`src/hdl/swmm_pkg.sv`:
```
// Shared types and constants for the windowed min, max and mean statistics block.
package swmm_pkg;

	localparam int LEVEL_W = 20;
	localparam int TIME_W  = 32;
	localparam int MEAN_W  = 28;
	localparam int HELD_W  = 5;
	localparam int FRAC_W  = 8;
	localparam int CFG_W   = 32;
	localparam int CFG_IDX_W = 1;

	localparam logic [1:0] MODE_RECORD = 2'd0;
	localparam logic [1:0] MODE_QUERY  = 2'd1;
	localparam logic [1:0] MODE_CLEAR  = 2'd2;

	localparam logic [CFG_IDX_W-1:0] REG_INTERVAL  = 1'd0;
	localparam logic [CFG_IDX_W-1:0] REG_THRESHOLD = 1'd1;

	localparam logic [TIME_W-1:0]  INTERVAL_RESET  = 32'd5000;
	localparam logic [LEVEL_W-1:0] THRESHOLD_RESET = 20'd1000;

	typedef enum logic [4:0] {
		ST_IDLE   = 5'b00001,
		ST_EXEC   = 5'b00010,
		ST_SCAN   = 5'b00100,
		ST_DIV    = 5'b01000,
		ST_FINISH = 5'b10000
	} swmm_state_t;

	typedef struct packed {
		logic load;
		logic exec;
		logic scan_step;
		logic div_step;
		logic finish;
	} swmm_cmd_t;

	typedef struct packed {
		logic is_query;
		logic empty;
		logic scan_done;
		logic div_done;
		logic out_free;
	} swmm_stat_t;

endpackage

```
`src/hdl/swmm_ctrl.sv`:
```
// FSM taking one request through execute, scan and divide (non-empty query) and finish.
module swmm_ctrl
	import swmm_pkg::*;
(
	input  logic       clk,
	input  logic       arst_n,
	input  logic       in_valid,
	output logic       in_ready,
	input  swmm_stat_t stat,
	output swmm_cmd_t  cmd
);

	swmm_state_t state_q;
	swmm_state_t state_nxt;

	always_ff @(posedge clk or negedge arst_n) begin
		if (!arst_n) begin
			state_q <= ST_IDLE;
		end else begin
			state_q <= state_nxt;
		end
	end

	always_comb begin
		state_nxt = state_q;
		cmd       = '0;
		in_ready  = 1'b0;
		unique case (state_q)
			ST_IDLE: begin
				in_ready = 1'b1;
				if (in_valid) begin
					cmd.load  = 1'b1;
					state_nxt = ST_EXEC;
				end
			end
			ST_EXEC: begin
				cmd.exec = 1'b1;
				if (stat.is_query && !stat.empty) begin
					state_nxt = ST_SCAN;
				end else begin
					state_nxt = ST_FINISH;
				end
			end
			ST_SCAN: begin
				cmd.scan_step = 1'b1;
				if (stat.scan_done) begin
					state_nxt = ST_DIV;
				end
			end
			ST_DIV: begin
				cmd.div_step = 1'b1;
				if (stat.div_done) begin
					state_nxt = ST_FINISH;
				end
			end
			ST_FINISH: begin
				cmd.finish = 1'b1;
				if (stat.out_free) begin
					state_nxt = ST_IDLE;
				end
			end
			default: begin
				state_nxt = ST_IDLE;
			end
		endcase
	end

endmodule

```
`src/hdl/swmm_dp.sv`:
```
// Datapath with configuration, sample ring, scan accumulators, serial divider and output register.
module swmm_dp
	import swmm_pkg::*;
#(
	parameter int WINDOW_DEPTH = 16
)
(
	input  logic                 clk,
	input  logic                 arst_n,
	input  logic                 cfg_we,
	input  logic [CFG_IDX_W-1:0] cfg_index,
	input  logic [CFG_W-1:0]     cfg_wdata,
	input  logic [1:0]           mode,
	input  logic [TIME_W-1:0]    now_ms,
	input  logic [LEVEL_W-1:0]   free_level,
	input  swmm_cmd_t            cmd,
	output swmm_stat_t           stat,
	output logic                 out_valid,
	input  logic                 out_stall,
	output logic                 stored,
	output logic [LEVEL_W-1:0]   min_level,
	output logic [LEVEL_W-1:0]   max_level,
	output logic [MEAN_W-1:0]    mean_level_q8,
	output logic [HELD_W-1:0]    entries_held,
	output logic                 low_flag
);

	localparam int CW   = $clog2(WINDOW_DEPTH + 1);
	localparam int AW   = (WINDOW_DEPTH > 1) ? $clog2(WINDOW_DEPTH) : 1;
	localparam int SUMW = LEVEL_W + CW;
	localparam int DIVW = SUMW + FRAC_W;
	localparam int DCW  = $clog2(DIVW + 1);

	logic [TIME_W-1:0]  interval_q;
	logic [LEVEL_W-1:0] thresh_q;

	logic [1:0]         mode_q;
	logic [TIME_W-1:0]  now_q;
	logic [LEVEL_W-1:0] level_q;
	logic               low_q;
	logic               stored_q;

	logic [AW-1:0]      slot_q;
	logic [CW-1:0]      count_q;
	logic [TIME_W-1:0]  last_q;

	logic [LEVEL_W-1:0] store_mem [WINDOW_DEPTH];
	logic [LEVEL_W-1:0] rd_data_s1;
	logic               rd_pend_s1;
	logic [CW-1:0]      rd_idx_q;
	logic               first_q;

	logic [LEVEL_W-1:0] min_q;
	logic [LEVEL_W-1:0] max_q;
	logic [SUMW-1:0]    sum_q;
	logic [DIVW-1:0]    quo_q;
	logic [CW-1:0]      rem_q;
	logic [DCW-1:0]     div_cnt_q;

	logic               out_valid_q;
	logic               out_stored_q;
	logic [LEVEL_W-1:0] out_min_q;
	logic [LEVEL_W-1:0] out_max_q;
	logic [MEAN_W-1:0]  out_mean_q;
	logic [HELD_W-1:0]  out_held_q;
	logic               out_low_q;

	logic [TIME_W-1:0]  elapsed;
	logic               rec_hit;
	logic               mem_we;
	logic               mem_re;
	logic               last_datum;
	logic [SUMW-1:0]    sum_nxt;
	logic [CW:0]        trial;
	logic [CW:0]        diff;
	logic               qbit;
	logic               out_free;

	assign elapsed    = now_q - last_q;
	assign rec_hit    = (mode_q == MODE_RECORD) && (elapsed >= interval_q);
	assign mem_we     = cmd.exec && rec_hit;
	assign mem_re     = cmd.scan_step && (rd_idx_q < count_q);
	assign last_datum = cmd.scan_step && rd_pend_s1 && (rd_idx_q == count_q);
	assign sum_nxt    = (first_q ? '0 : sum_q) + SUMW'(rd_data_s1);
	assign trial      = {rem_q, quo_q[DIVW-1]};
	assign diff       = trial - {1'b0, count_q};
	assign qbit       = (trial >= {1'b0, count_q});
	assign out_free   = !out_valid_q || !out_stall;

	assign stat.is_query  = (mode_q == MODE_QUERY);
	assign stat.empty     = (count_q == '0);
	assign stat.scan_done = last_datum;
	assign stat.div_done  = cmd.div_step && (div_cnt_q == DCW'(1));
	assign stat.out_free  = out_free;

	always_ff @(posedge clk or negedge arst_n) begin
		if (!arst_n) begin
			interval_q <= INTERVAL_RESET;
			thresh_q   <= THRESHOLD_RESET;
		end else if (cfg_we) begin
			unique case (cfg_index)
				REG_INTERVAL:  interval_q <= cfg_wdata;
				REG_THRESHOLD: thresh_q   <= cfg_wdata[LEVEL_W-1:0];
				default: begin
				end
			endcase
		end
	end

	always_ff @(posedge clk) begin
		if (cmd.load) begin
			mode_q  <= mode;
			now_q   <= now_ms;
			level_q <= free_level;
			low_q   <= (free_level < thresh_q);
		end
	end

	// The ring fills from slot zero, so a query never reads a slot that was not written.
	always_ff @(posedge clk) begin
		if (mem_we) begin
			store_mem[slot_q] <= level_q;
		end
		if (mem_re) begin
			rd_data_s1 <= store_mem[rd_idx_q[AW-1:0]];
		end
	end

	always_ff @(posedge clk or negedge arst_n) begin
		if (!arst_n) begin
			slot_q   <= '0;
			count_q  <= '0;
			last_q   <= '0;
			stored_q <= 1'b0;
		end else if (cmd.exec) begin
			stored_q <= rec_hit;
			if (rec_hit) begin
				slot_q <= (slot_q == AW'(WINDOW_DEPTH - 1)) ? '0 : slot_q + AW'(1);
				if (count_q != CW'(WINDOW_DEPTH)) begin
					count_q <= count_q + CW'(1);
				end
				last_q <= now_q;
			end else if (mode_q == MODE_CLEAR) begin
				slot_q  <= '0;
				count_q <= '0;
				last_q  <= '0;
			end
		end
	end

	always_ff @(posedge clk or negedge arst_n) begin
		if (!arst_n) begin
			rd_idx_q   <= '0;
			rd_pend_s1 <= 1'b0;
			first_q    <= 1'b0;
		end else if (cmd.exec) begin
			rd_idx_q   <= '0;
			rd_pend_s1 <= 1'b0;
			first_q    <= 1'b1;
		end else if (cmd.scan_step) begin
			rd_pend_s1 <= mem_re;
			if (mem_re) begin
				rd_idx_q <= rd_idx_q + CW'(1);
			end
			if (rd_pend_s1) begin
				first_q <= 1'b0;
			end
		end
	end

	always_ff @(posedge clk) begin
		if (cmd.exec) begin
			min_q <= level_q;
			max_q <= level_q;
			quo_q <= DIVW'({level_q, {FRAC_W{1'b0}}});
		end else if (cmd.scan_step && rd_pend_s1) begin
			sum_q <= sum_nxt;
			if (first_q || (rd_data_s1 < min_q)) begin
				min_q <= rd_data_s1;
			end
			if (first_q || (rd_data_s1 > max_q)) begin
				max_q <= rd_data_s1;
			end
			if (last_datum) begin
				quo_q     <= {sum_nxt, {FRAC_W{1'b0}}};
				rem_q     <= '0;
				div_cnt_q <= DCW'(DIVW);
			end
		end else if (cmd.div_step) begin
			quo_q     <= {quo_q[DIVW-2:0], qbit};
			rem_q     <= qbit ? diff[CW-1:0] : trial[CW-1:0];
			div_cnt_q <= div_cnt_q - DCW'(1);
		end
	end

	always_ff @(posedge clk or negedge arst_n) begin
		if (!arst_n) begin
			out_valid_q <= 1'b0;
		end else if (cmd.finish && out_free) begin
			out_valid_q <= 1'b1;
		end else if (!out_stall) begin
			out_valid_q <= 1'b0;
		end
	end

	always_ff @(posedge clk) begin
		if (cmd.finish && out_free) begin
			out_stored_q <= stored_q;
			out_held_q   <= HELD_W'(count_q);
			out_low_q    <= low_q;
			if (mode_q == MODE_QUERY) begin
				out_min_q  <= min_q;
				out_max_q  <= max_q;
				out_mean_q <= quo_q[MEAN_W-1:0];
			end else begin
				out_min_q  <= '0;
				out_max_q  <= '0;
				out_mean_q <= '0;
			end
		end
	end

	assign out_valid     = out_valid_q;
	assign stored        = out_stored_q;
	assign min_level     = out_min_q;
	assign max_level     = out_max_q;
	assign mean_level_q8 = out_mean_q;
	assign entries_held  = out_held_q;
	assign low_flag      = out_low_q;

	a_count_bound: assert property (@(posedge clk) disable iff (!arst_n)
		count_q <= CW'(WINDOW_DEPTH))
		else $error("held count exceeds the window depth");

	a_div_nonzero: assert property (@(posedge clk) disable iff (!arst_n)
		cmd.div_step |-> (count_q != '0))
		else $error("divide started with an empty window");

	a_scan_in_range: assert property (@(posedge clk) disable iff (!arst_n)
		mem_re |-> (rd_idx_q < CW'(WINDOW_DEPTH)))
		else $error("scan read beyond the window");

	a_out_from_finish: assert property (@(posedge clk) disable iff (!arst_n)
		$rose(out_valid_q) |-> $past(cmd.finish))
		else $error("result shown without a finish command");

endmodule

```
`src/hdl/sample_window_min_max_mean.sv`:
```
// Top level of the windowed min, max and mean statistics block.
//
// One request enters on the input channel (in_valid, in_stall) and gives exactly one result on
// the output channel (out_valid, out_stall). A record request stores free_level in the ring when
// the wrapped time since the last stored sample reaches the interval; a query returns minimum,
// maximum and mean of the held samples; a clear empties the history.
// Configuration must be written through cfg_we, cfg_index and cfg_wdata while the block is
// idle; the block itself does not enforce this. Record, clear and unused modes pass through
// the execute and finish states before the result register loads, then return to idle for the
// next request. A query of a non-empty ring also passes through a scan state, where the ring
// memory delivers one sample per cycle, and a divide state giving one quotient bit per cycle.
// One request is in flight at a time; a new request is accepted while the previous result waits
// in the output register. When the receiver stalls, the result holds and the block stops after
// the next request is processed. Reset loads the default interval and threshold and empties the
// history; no clearing pass is needed since stale ring entries are never read.
module sample_window_min_max_mean
	import swmm_pkg::*;
#(
	parameter int WINDOW_DEPTH = 16
)
(
	input  logic                 clk,
	input  logic                 arst_n,
	input  logic                 cfg_we,
	input  logic [CFG_IDX_W-1:0] cfg_index,
	input  logic [CFG_W-1:0]     cfg_wdata,
	input  logic                 in_valid,
	output logic                 in_stall,
	input  logic [1:0]           mode,
	input  logic [TIME_W-1:0]    now_ms,
	input  logic [LEVEL_W-1:0]   free_level,
	output logic                 out_valid,
	input  logic                 out_stall,
	output logic                 stored,
	output logic [LEVEL_W-1:0]   min_level,
	output logic [LEVEL_W-1:0]   max_level,
	output logic [MEAN_W-1:0]    mean_level_q8,
	output logic [HELD_W-1:0]    entries_held,
	output logic                 low_flag
);

	swmm_cmd_t  cmd;
	swmm_stat_t stat;
	logic       in_ready;

	assign in_stall = !in_ready;

	swmm_ctrl u_ctrl (
		.clk      (clk),
		.arst_n   (arst_n),
		.in_valid (in_valid),
		.in_ready (in_ready),
		.stat     (stat),
		.cmd      (cmd)
	);

	swmm_dp #(
		.WINDOW_DEPTH (WINDOW_DEPTH)
	) u_dp (
		.clk           (clk),
		.arst_n        (arst_n),
		.cfg_we        (cfg_we),
		.cfg_index     (cfg_index),
		.cfg_wdata     (cfg_wdata),
		.mode          (mode),
		.now_ms        (now_ms),
		.free_level    (free_level),
		.cmd           (cmd),
		.stat          (stat),
		.out_valid     (out_valid),
		.out_stall     (out_stall),
		.stored        (stored),
		.min_level     (min_level),
		.max_level     (max_level),
		.mean_level_q8 (mean_level_q8),
		.entries_held  (entries_held),
		.low_flag      (low_flag)
	);

endmodule

```
`config.mk`:
```
export PLATFORM = sky130hd
export DESIGN_NAME = sample_window_min_max_mean
export DESIGN_NICKNAME = d
export VERILOG_FILES = /design/src/hdl/swmm_pkg.sv /design/src/hdl/swmm_ctrl.sv /design/src/hdl/swmm_dp.sv /design/src/hdl/sample_window_min_max_mean.sv
export SDC_FILE = /design/constraint.sdc
export NUM_CORES = 1
export LEC_CHECK = 0
export BUFFER_PORTS_ARGS = -buffer_cell sky130_fd_sc_hd__buf_2
export CELL_PAD_IN_SITES_DETAIL_PLACEMENT = 0
export CELL_PAD_IN_SITES_GLOBAL_PLACEMENT = 1
export CORE_MARGIN = 2
export CORE_UTILIZATION = 56
export DETAILED_ROUTE_END_ITERATION = 8
export PLACE_DENSITY = 0.85
export SLEW_MARGIN = 40
export SYNTH_ARGS = -nofsm -noshare
export SYNTH_HDL_FRONTEND = slang
export SYNTH_SLANG_ARGS = --single-unit
```
`constraint.sdc`:
```
create_clock -name clk -period 9.9 [get_ports clk]
set_clock_uncertainty 0.1 [all_clocks]
set_input_delay 0.99 -clock clk [delete_from_list [all_inputs] [get_ports clk]]
set_output_delay 0.99 -clock clk [all_outputs]
set_load 0.005 [all_outputs]
```
After elaboration in Yosys (flattened, before gate mapping)
Memories as Yosys holds them, arrays and structs flattened. A register that Yosys moved wholly into a read port is not among the register bits. Cells that the tools add are included. W data, S select, Z words.

Bits in registers: 346. Memories kept: 1. Logic and storage cells: 153. Bits in writable memories: 320.

Memory list: u_dp.store_mem (depth 16, width 20, rd ports 1, clocked after memory_dff 1, wr ports 1, RTL line swmm_dp.sv:47) `logic [LEVEL_W-1:0] store_mem [WINDOW_DEPTH];`.

Reduce and logical (&&, ||, !) cells: 39. Bitwise logic cells: 2. Equal/unequal tests: 19. Add/subtract/negate cells: 7. Muxes and demuxes: 51. Order comparisons: 6.

Operator list (count): $mux W20 (6); $mux W33 (3); $mux W5 (15); $mux W32 (2); $lt A20 B20 Y1 (2); $ge A32 B32 Y1 (1); $sub A32 B32 Y32 (1); $mux W28 (1); $add A25 B20 Y25 (1); $mux W25 (1); $pmux W5 S5 (1); $gt A20 B20 Y1 (1); $reduce_and A2 Y1 (10); $mux W6 (3); $mux W1 (16); $reduce_bool A2 Y1 (8); $mux W4 (3); $add A5 B1 Y5 const B (2); $logic_and A1 B1 Y1 (8); $ne A2 B1 Y1 const B (4); $eq A6 B1 Y1 const B (1); $ge A6 B5 Y1 (1); $ne A2 B2 Y1 const B (3); $reduce_and A3 Y1 (2); 22 further kinds (28).

Logic depth before layout (Yosys ltp)
Depth after elaboration: 7. Gate-level depth with buffers: 23. Mapped depth without buffers: 22.

Modules after synthesis
Synthesis repeated with hierarchy kept, for this count alone.

Cell total of the unflattened synthesis: 2103. Area total of the unflattened synthesis: 30863.4 um^2.

Modules (own cells, without submodules): swmm_dp (cells an instance 2071, sequential area each 19822.8 um^2, area each 30555.6 um^2, instances 1); swmm_ctrl (cells an instance 31, sequential area each 126.4 um^2, area each 304.0 um^2, instances 1); sample_window_min_max_mean (cells an instance 1, sequential area each 0.0 um^2, area each 3.8 um^2, instances 1).

Least setup slack after synthesis
No wires, ideal clock.

Path type: input -> register. Start point: input out_stall. End point: register u_dp.out_held_q[0] (netlist: u_dp.entries_held[0]) (enable). Setup slack: 4.622 ns. Library setup time: 0.533 ns. Arrival time: 4.645 ns. Stages: 1. Path through: a21oi_1.

Longest elaborated chain between the ends: 3.

Ends and longest elaborated chain: from (decl) (RTL line sample_window_min_max_mean.sv:33) `input logic out_stall,`; $logic_not A1 Y1 (RTL line swmm_dp.sv:88) `assign out_free = !out_valid_q || !out_stall;`; $logic_or A1 B1 Y1 (RTL line swmm_dp.sv:88); $logic_and A1 B1 Y1 (RTL line swmm_dp.sv:207) `if (cmd.finish && out_free) begin`; to (signal assigned) (RTL line swmm_dp.sv:209) `out_held_q <= HELD_W'(count_q);`; to (decl) (RTL line swmm_dp.sv:65) `logic [HELD_W-1:0] out_held_q;`.

Every way passes these cells. A chain may end at the register's enable or synchronous reset.

Final worst setup path
Start point: register u_dp.now_q[0]. End point: memory u_dp.store_mem[13][1] (enable).

Longest elaborated chain between the ends: 6.

Ends and longest elaborated chain: from (decl) (RTL line swmm_dp.sv:38) `logic [TIME_W-1:0] now_q;`; from (signal assigned) (RTL line swmm_dp.sv:113) `now_q <= now_ms;`; $sub A32 B32 Y32 (RTL line swmm_dp.sv:79) `assign elapsed = now_q - last_q;`; $ge A32 B32 Y1 (RTL line swmm_dp.sv:80) `assign rec_hit = (mode_q == MODE_RECORD) && (elapsed >= interval_q);`; $logic_and A1 B1 Y1 (RTL line swmm_dp.sv:80); $logic_and A1 B1 Y1 (RTL line swmm_dp.sv:81) `assign mem_we = cmd.exec && rec_hit;`; $mux W1 (RTL line swmm_dp.sv:121) `if (mem_we) begin`; $mux W1 (not written as such) (RTL line swmm_dp.sv:122) `store_mem[slot_q] <= level_q;`; to (decl) (RTL line swmm_dp.sv:47).

Every way passes these cells.

==> flow_summary.json <==
{
  "dpl.hpwl_um": 46100,
  "p_int_mw": 6.04,
  "whs_ps": 290,
  "drive_gt1_frac": 0.203,
  "tns_ps": 0,
  "grt_use_total": 0.247,
  "finish.utilization": 0.646,
  "clock_latency_ps": 610,
  "initial_core_util": 0.568,
  "synth.area.top_cells": "edfxtp_1, dfrtp_1, mux4_2",
  "htreeDepth": 3,
  "synthArstFlopShare": 0.156,
  "min-delay-path-class": "primary input to asynchronous set/reset pin",
  "viasPerCell": 5.97,
  "ys.flop_type": "edfxtp_1",
  "vias": 18100,
  "rsz0062_at_grt": "false",
  "cts.sinks": 686,
  "cp-end-kind": "register",
  "globalplace.congestion": 0.932,
  "grt-ovfl-total": 0,
  "relSlewSlack": 0.381,
  "worst_r2r_endpoint": "u_dp.store_mem[13][1]",
  "drv_slew": 0,
  "cts_max_path_buffers": 3,
  "grt_pass1_wl_um": 106000,
  "setup_violations": 0,
  "coreArea_mm2": 0.0539,
  "grt_pass1_vias": 18300,
  "syn-num-nets": 2333,
  "nFillCells": 3770,
  "fin_crit_sh": 0.645,
  "clkPwrFrac": 0.317,
  "dr.pass1.iters": 5,
  "cts_tree": "done",
  "multiInputGateArea_mm2": 0.00990,
  "dp_cells": 2896,
  "reg2reg_depth": 23,
  "synth.yosys.seq_area_share": 0.651,
  "vdd_drop_max_mv": 0.211,
  "hold_viol_final": 0,
  "cts_made_buffers": 70,
  "p_switching_mw": 2.56,
  "status": "finished clean",
  "synth_edf_count": 566,
  "powerDensity_mw_per_mm2": 247,
  "setup.worst_path.start_class": "register",
  "cts_setup_buffers": 0,
  "grt_max_degree": 84,
  "arrival_ps": 6520,
  "synth_top_area_frac": 0.554,
  "synth_seq_cells": 686,
  "cap_violations": 0,
  "setup.worst_path.end": "u_dp.store_mem[13][1]",
  "synth.avg_cell_area_um2": 14.8,
  "antenna_found_initial": 1,
  "die_height_um": 238,
  "swShare": 0.298,
  "ioPinCount": 169,
  "r2r_slack_ps": 3510,
  "die_w_um": 238,
  "startpoint": "u_dp.now_q[0]",
  "drt_wl_total_um": 68300,
  "drt_iter0_drc": 1713,
  "crit_required_ps": 10040,
  "yosys_warnings": 0,
  "rows": 85,
  "regArea_mm2": 0.0200,
  "drc_errors": 0,
  "fin_cells": 3030,
  "comb_power_share": 0.249,
  "critical_path_class": "register to register",
  "p_leak_nw": 13.3,
  "r2r_start": "u_dp.now_q[0]",
  "layout_min_cycle_time_ps": 6390,
  "syn-instance-count": 2078,
  "critPathMaxFanout": 28,
  "clk_pin_slew_ps": 60,
  "yosysUniqueCellTypes": 73,
  "hold_buffers": 0,
  "pwr-share-seq": 0.433,
  "syn2layout_area_growth_pct": 13.6,
  "die_area_mm2": 0.0566,
  "synth_area_leader_cell": "edfxtp_1",
  "cts_resized": 0,
  "worst_pin_slew_ps": 928,
  "postRouteAntennaNets": 0,
  "root_buffer": "clkbuf_16",
  "nets": 2532,
  "port_buffers": 168,
  "synth_area_mm2": 0.0307,
  "antennaDiodeCount": 0,
  "wl_per_cell_um": 22.5,
  "fmax_mhz": 157
}
[worst min-delay path by stage]
stage | startpoint | end | slack [ps] | depth (start not counted)
floorplan | u_dp.low_q | u_dp.low_flag | 300 | 0
global placement | u_dp.low_q | u_dp.low_flag | 310 | 0
detailed placement | u_dp.low_q | u_dp.low_flag | 310 | 0
CTS | arst_n | u_dp.count_q[2] | 280 | 1
global route | arst_n | u_dp.interval_q[22] | 320 | 1
finish | arst_n | u_dp.interval_q[22] | 290 | 1
[registers in the layout, indices dropped and copies added, names as in the netlist, 2 cells and up]
name	cells
u_ctrl.state_q	5
u_dp.count_q	5
u_dp.div_cnt_q	6
u_dp.entries_held	5
u_dp.interval_q	32
u_dp.last_q	32
u_dp.level_q	20
u_dp.max_level	20
u_dp.max_q	20
u_dp.mean_level_q8	28
u_dp.min_level	20
u_dp.min_q	20
u_dp.mode_q	2
u_dp.now_q	32
u_dp.quo_q	33
u_dp.rd_data_s1	20
u_dp.rd_idx_q	5
u_dp.rem_q	5
u_dp.slot_q	4
u_dp.store_mem	320
u_dp.sum_q	25
u_dp.thresh_q	20
[synthesized netlist by cell type (all sizes together) (5+ instances only)]
cell      n
a211oi    9
a21o     55
a21oi    76
a22o     39
a22oi     8
a31oi     9
and2     79
and3     14
buf      20
clkbuf   46
dfrtp    95
dfstp    12
dfxtp    13
edfxtp  566
ha      160
inv     155
mux2     21
mux4    100
nand2   157
nand2b   17
nand3    24
nand3b    5
nand4    23
nor2     70
nor2b    39
nor3     17
o211ai   10
o21a     14
o21ai    87
o21bai   10
o22ai    13
xnor2    41
xor2     16
[final cells by class]
class	instances	area share
tap	696	0.0250
inverter	157	0.0169
clock buffer	93	0.0573
sequential	686	0.573
multi-input combinational	1169	0.284
timing repair buffer	193	0.0313
clock inverter	36	0.0119
[power by group through the flow]
stage / registers (mW) / clock network, mW / logic, mW
3_3_place_gp: 3.78 / 0 / 2.04
3_5_place_dp: 3.80 / 0 / 2.10
6_report: 3.73 / 2.73 / 2.15
2_1_floorplan: 3.68 / 0 / 1.60
5_1_grt: 3.76 / 2.88 / 2.39
4_1_cts: 3.74 / 2.77 / 2.12
[per-layer routing]
metal	GRT usage	share of wire
met1	0.335	0.41
met2	0.411	0.49
met3	0.0376	0.066
met4	0.0848	0.029
met5	0	0.00019
[metrics by stage]
stage	power (mW)	cell area (µm²)	setup slack, ps
2_1_floorplan	5.27	30700	4620
3_3_place_gp	5.82	32300	3410
3_5_place_dp	5.90	32300	3190
4_1_cts	8.64	34700	3170
5_1_grt	9.03	34800	3040
6_report	8.60	34800	3510
[logic make-up (layout without fill, tap and decap cells)]
group / after synthesis / in the layout / synth area share
flops: 686 / 686 / 0.651
buf+inv: 223 / 479 / 0.0286
mux: 125 / 125 / 0.0825
xor+xnor: 57 / 57 / 0.0163
compound gates: 364 / 364 / 0.0793
fa+ha+maj: 163 / 163 / 0.0673
simple gates: 460 / 460 / 0.0753
[critical path, cell delays in order, from the launching register on]
cell and delay (ps):
edfxtp_1 380, inv_1 70, ha_1 230, inv_1 80, fa_1 420, a211oi_1 290, nor3_1 90, o22a_1 260
a31oi_2 360, o211ai_1 210, o22ai_1 320, o21ai_1 130, a21oi_1 190, xnor2_1 90, ha_1 290, nand4_1 130
nor3_2 310, o21ai_1 110, o311ai_1 180, a311oi_4 170, nor3_4 340, buf_4 410, and3_1 280, and2_2 520
[cell usage in the layout (no fill, tap or decap), drive strengths merged, types with 24 or more instances in the layout]
cell and n:
edfxtp 566, buf 192, ha 160, inv 157, nand2 157, mux4 100
dfrtp 95, clkbuf 94, o21ai 87, and2 79, a21oi 76, nor2 70
a21o 55, xnor2 41, a22o 39, nor2b 39, nand3 24
(Power assumes the default switching activity.)
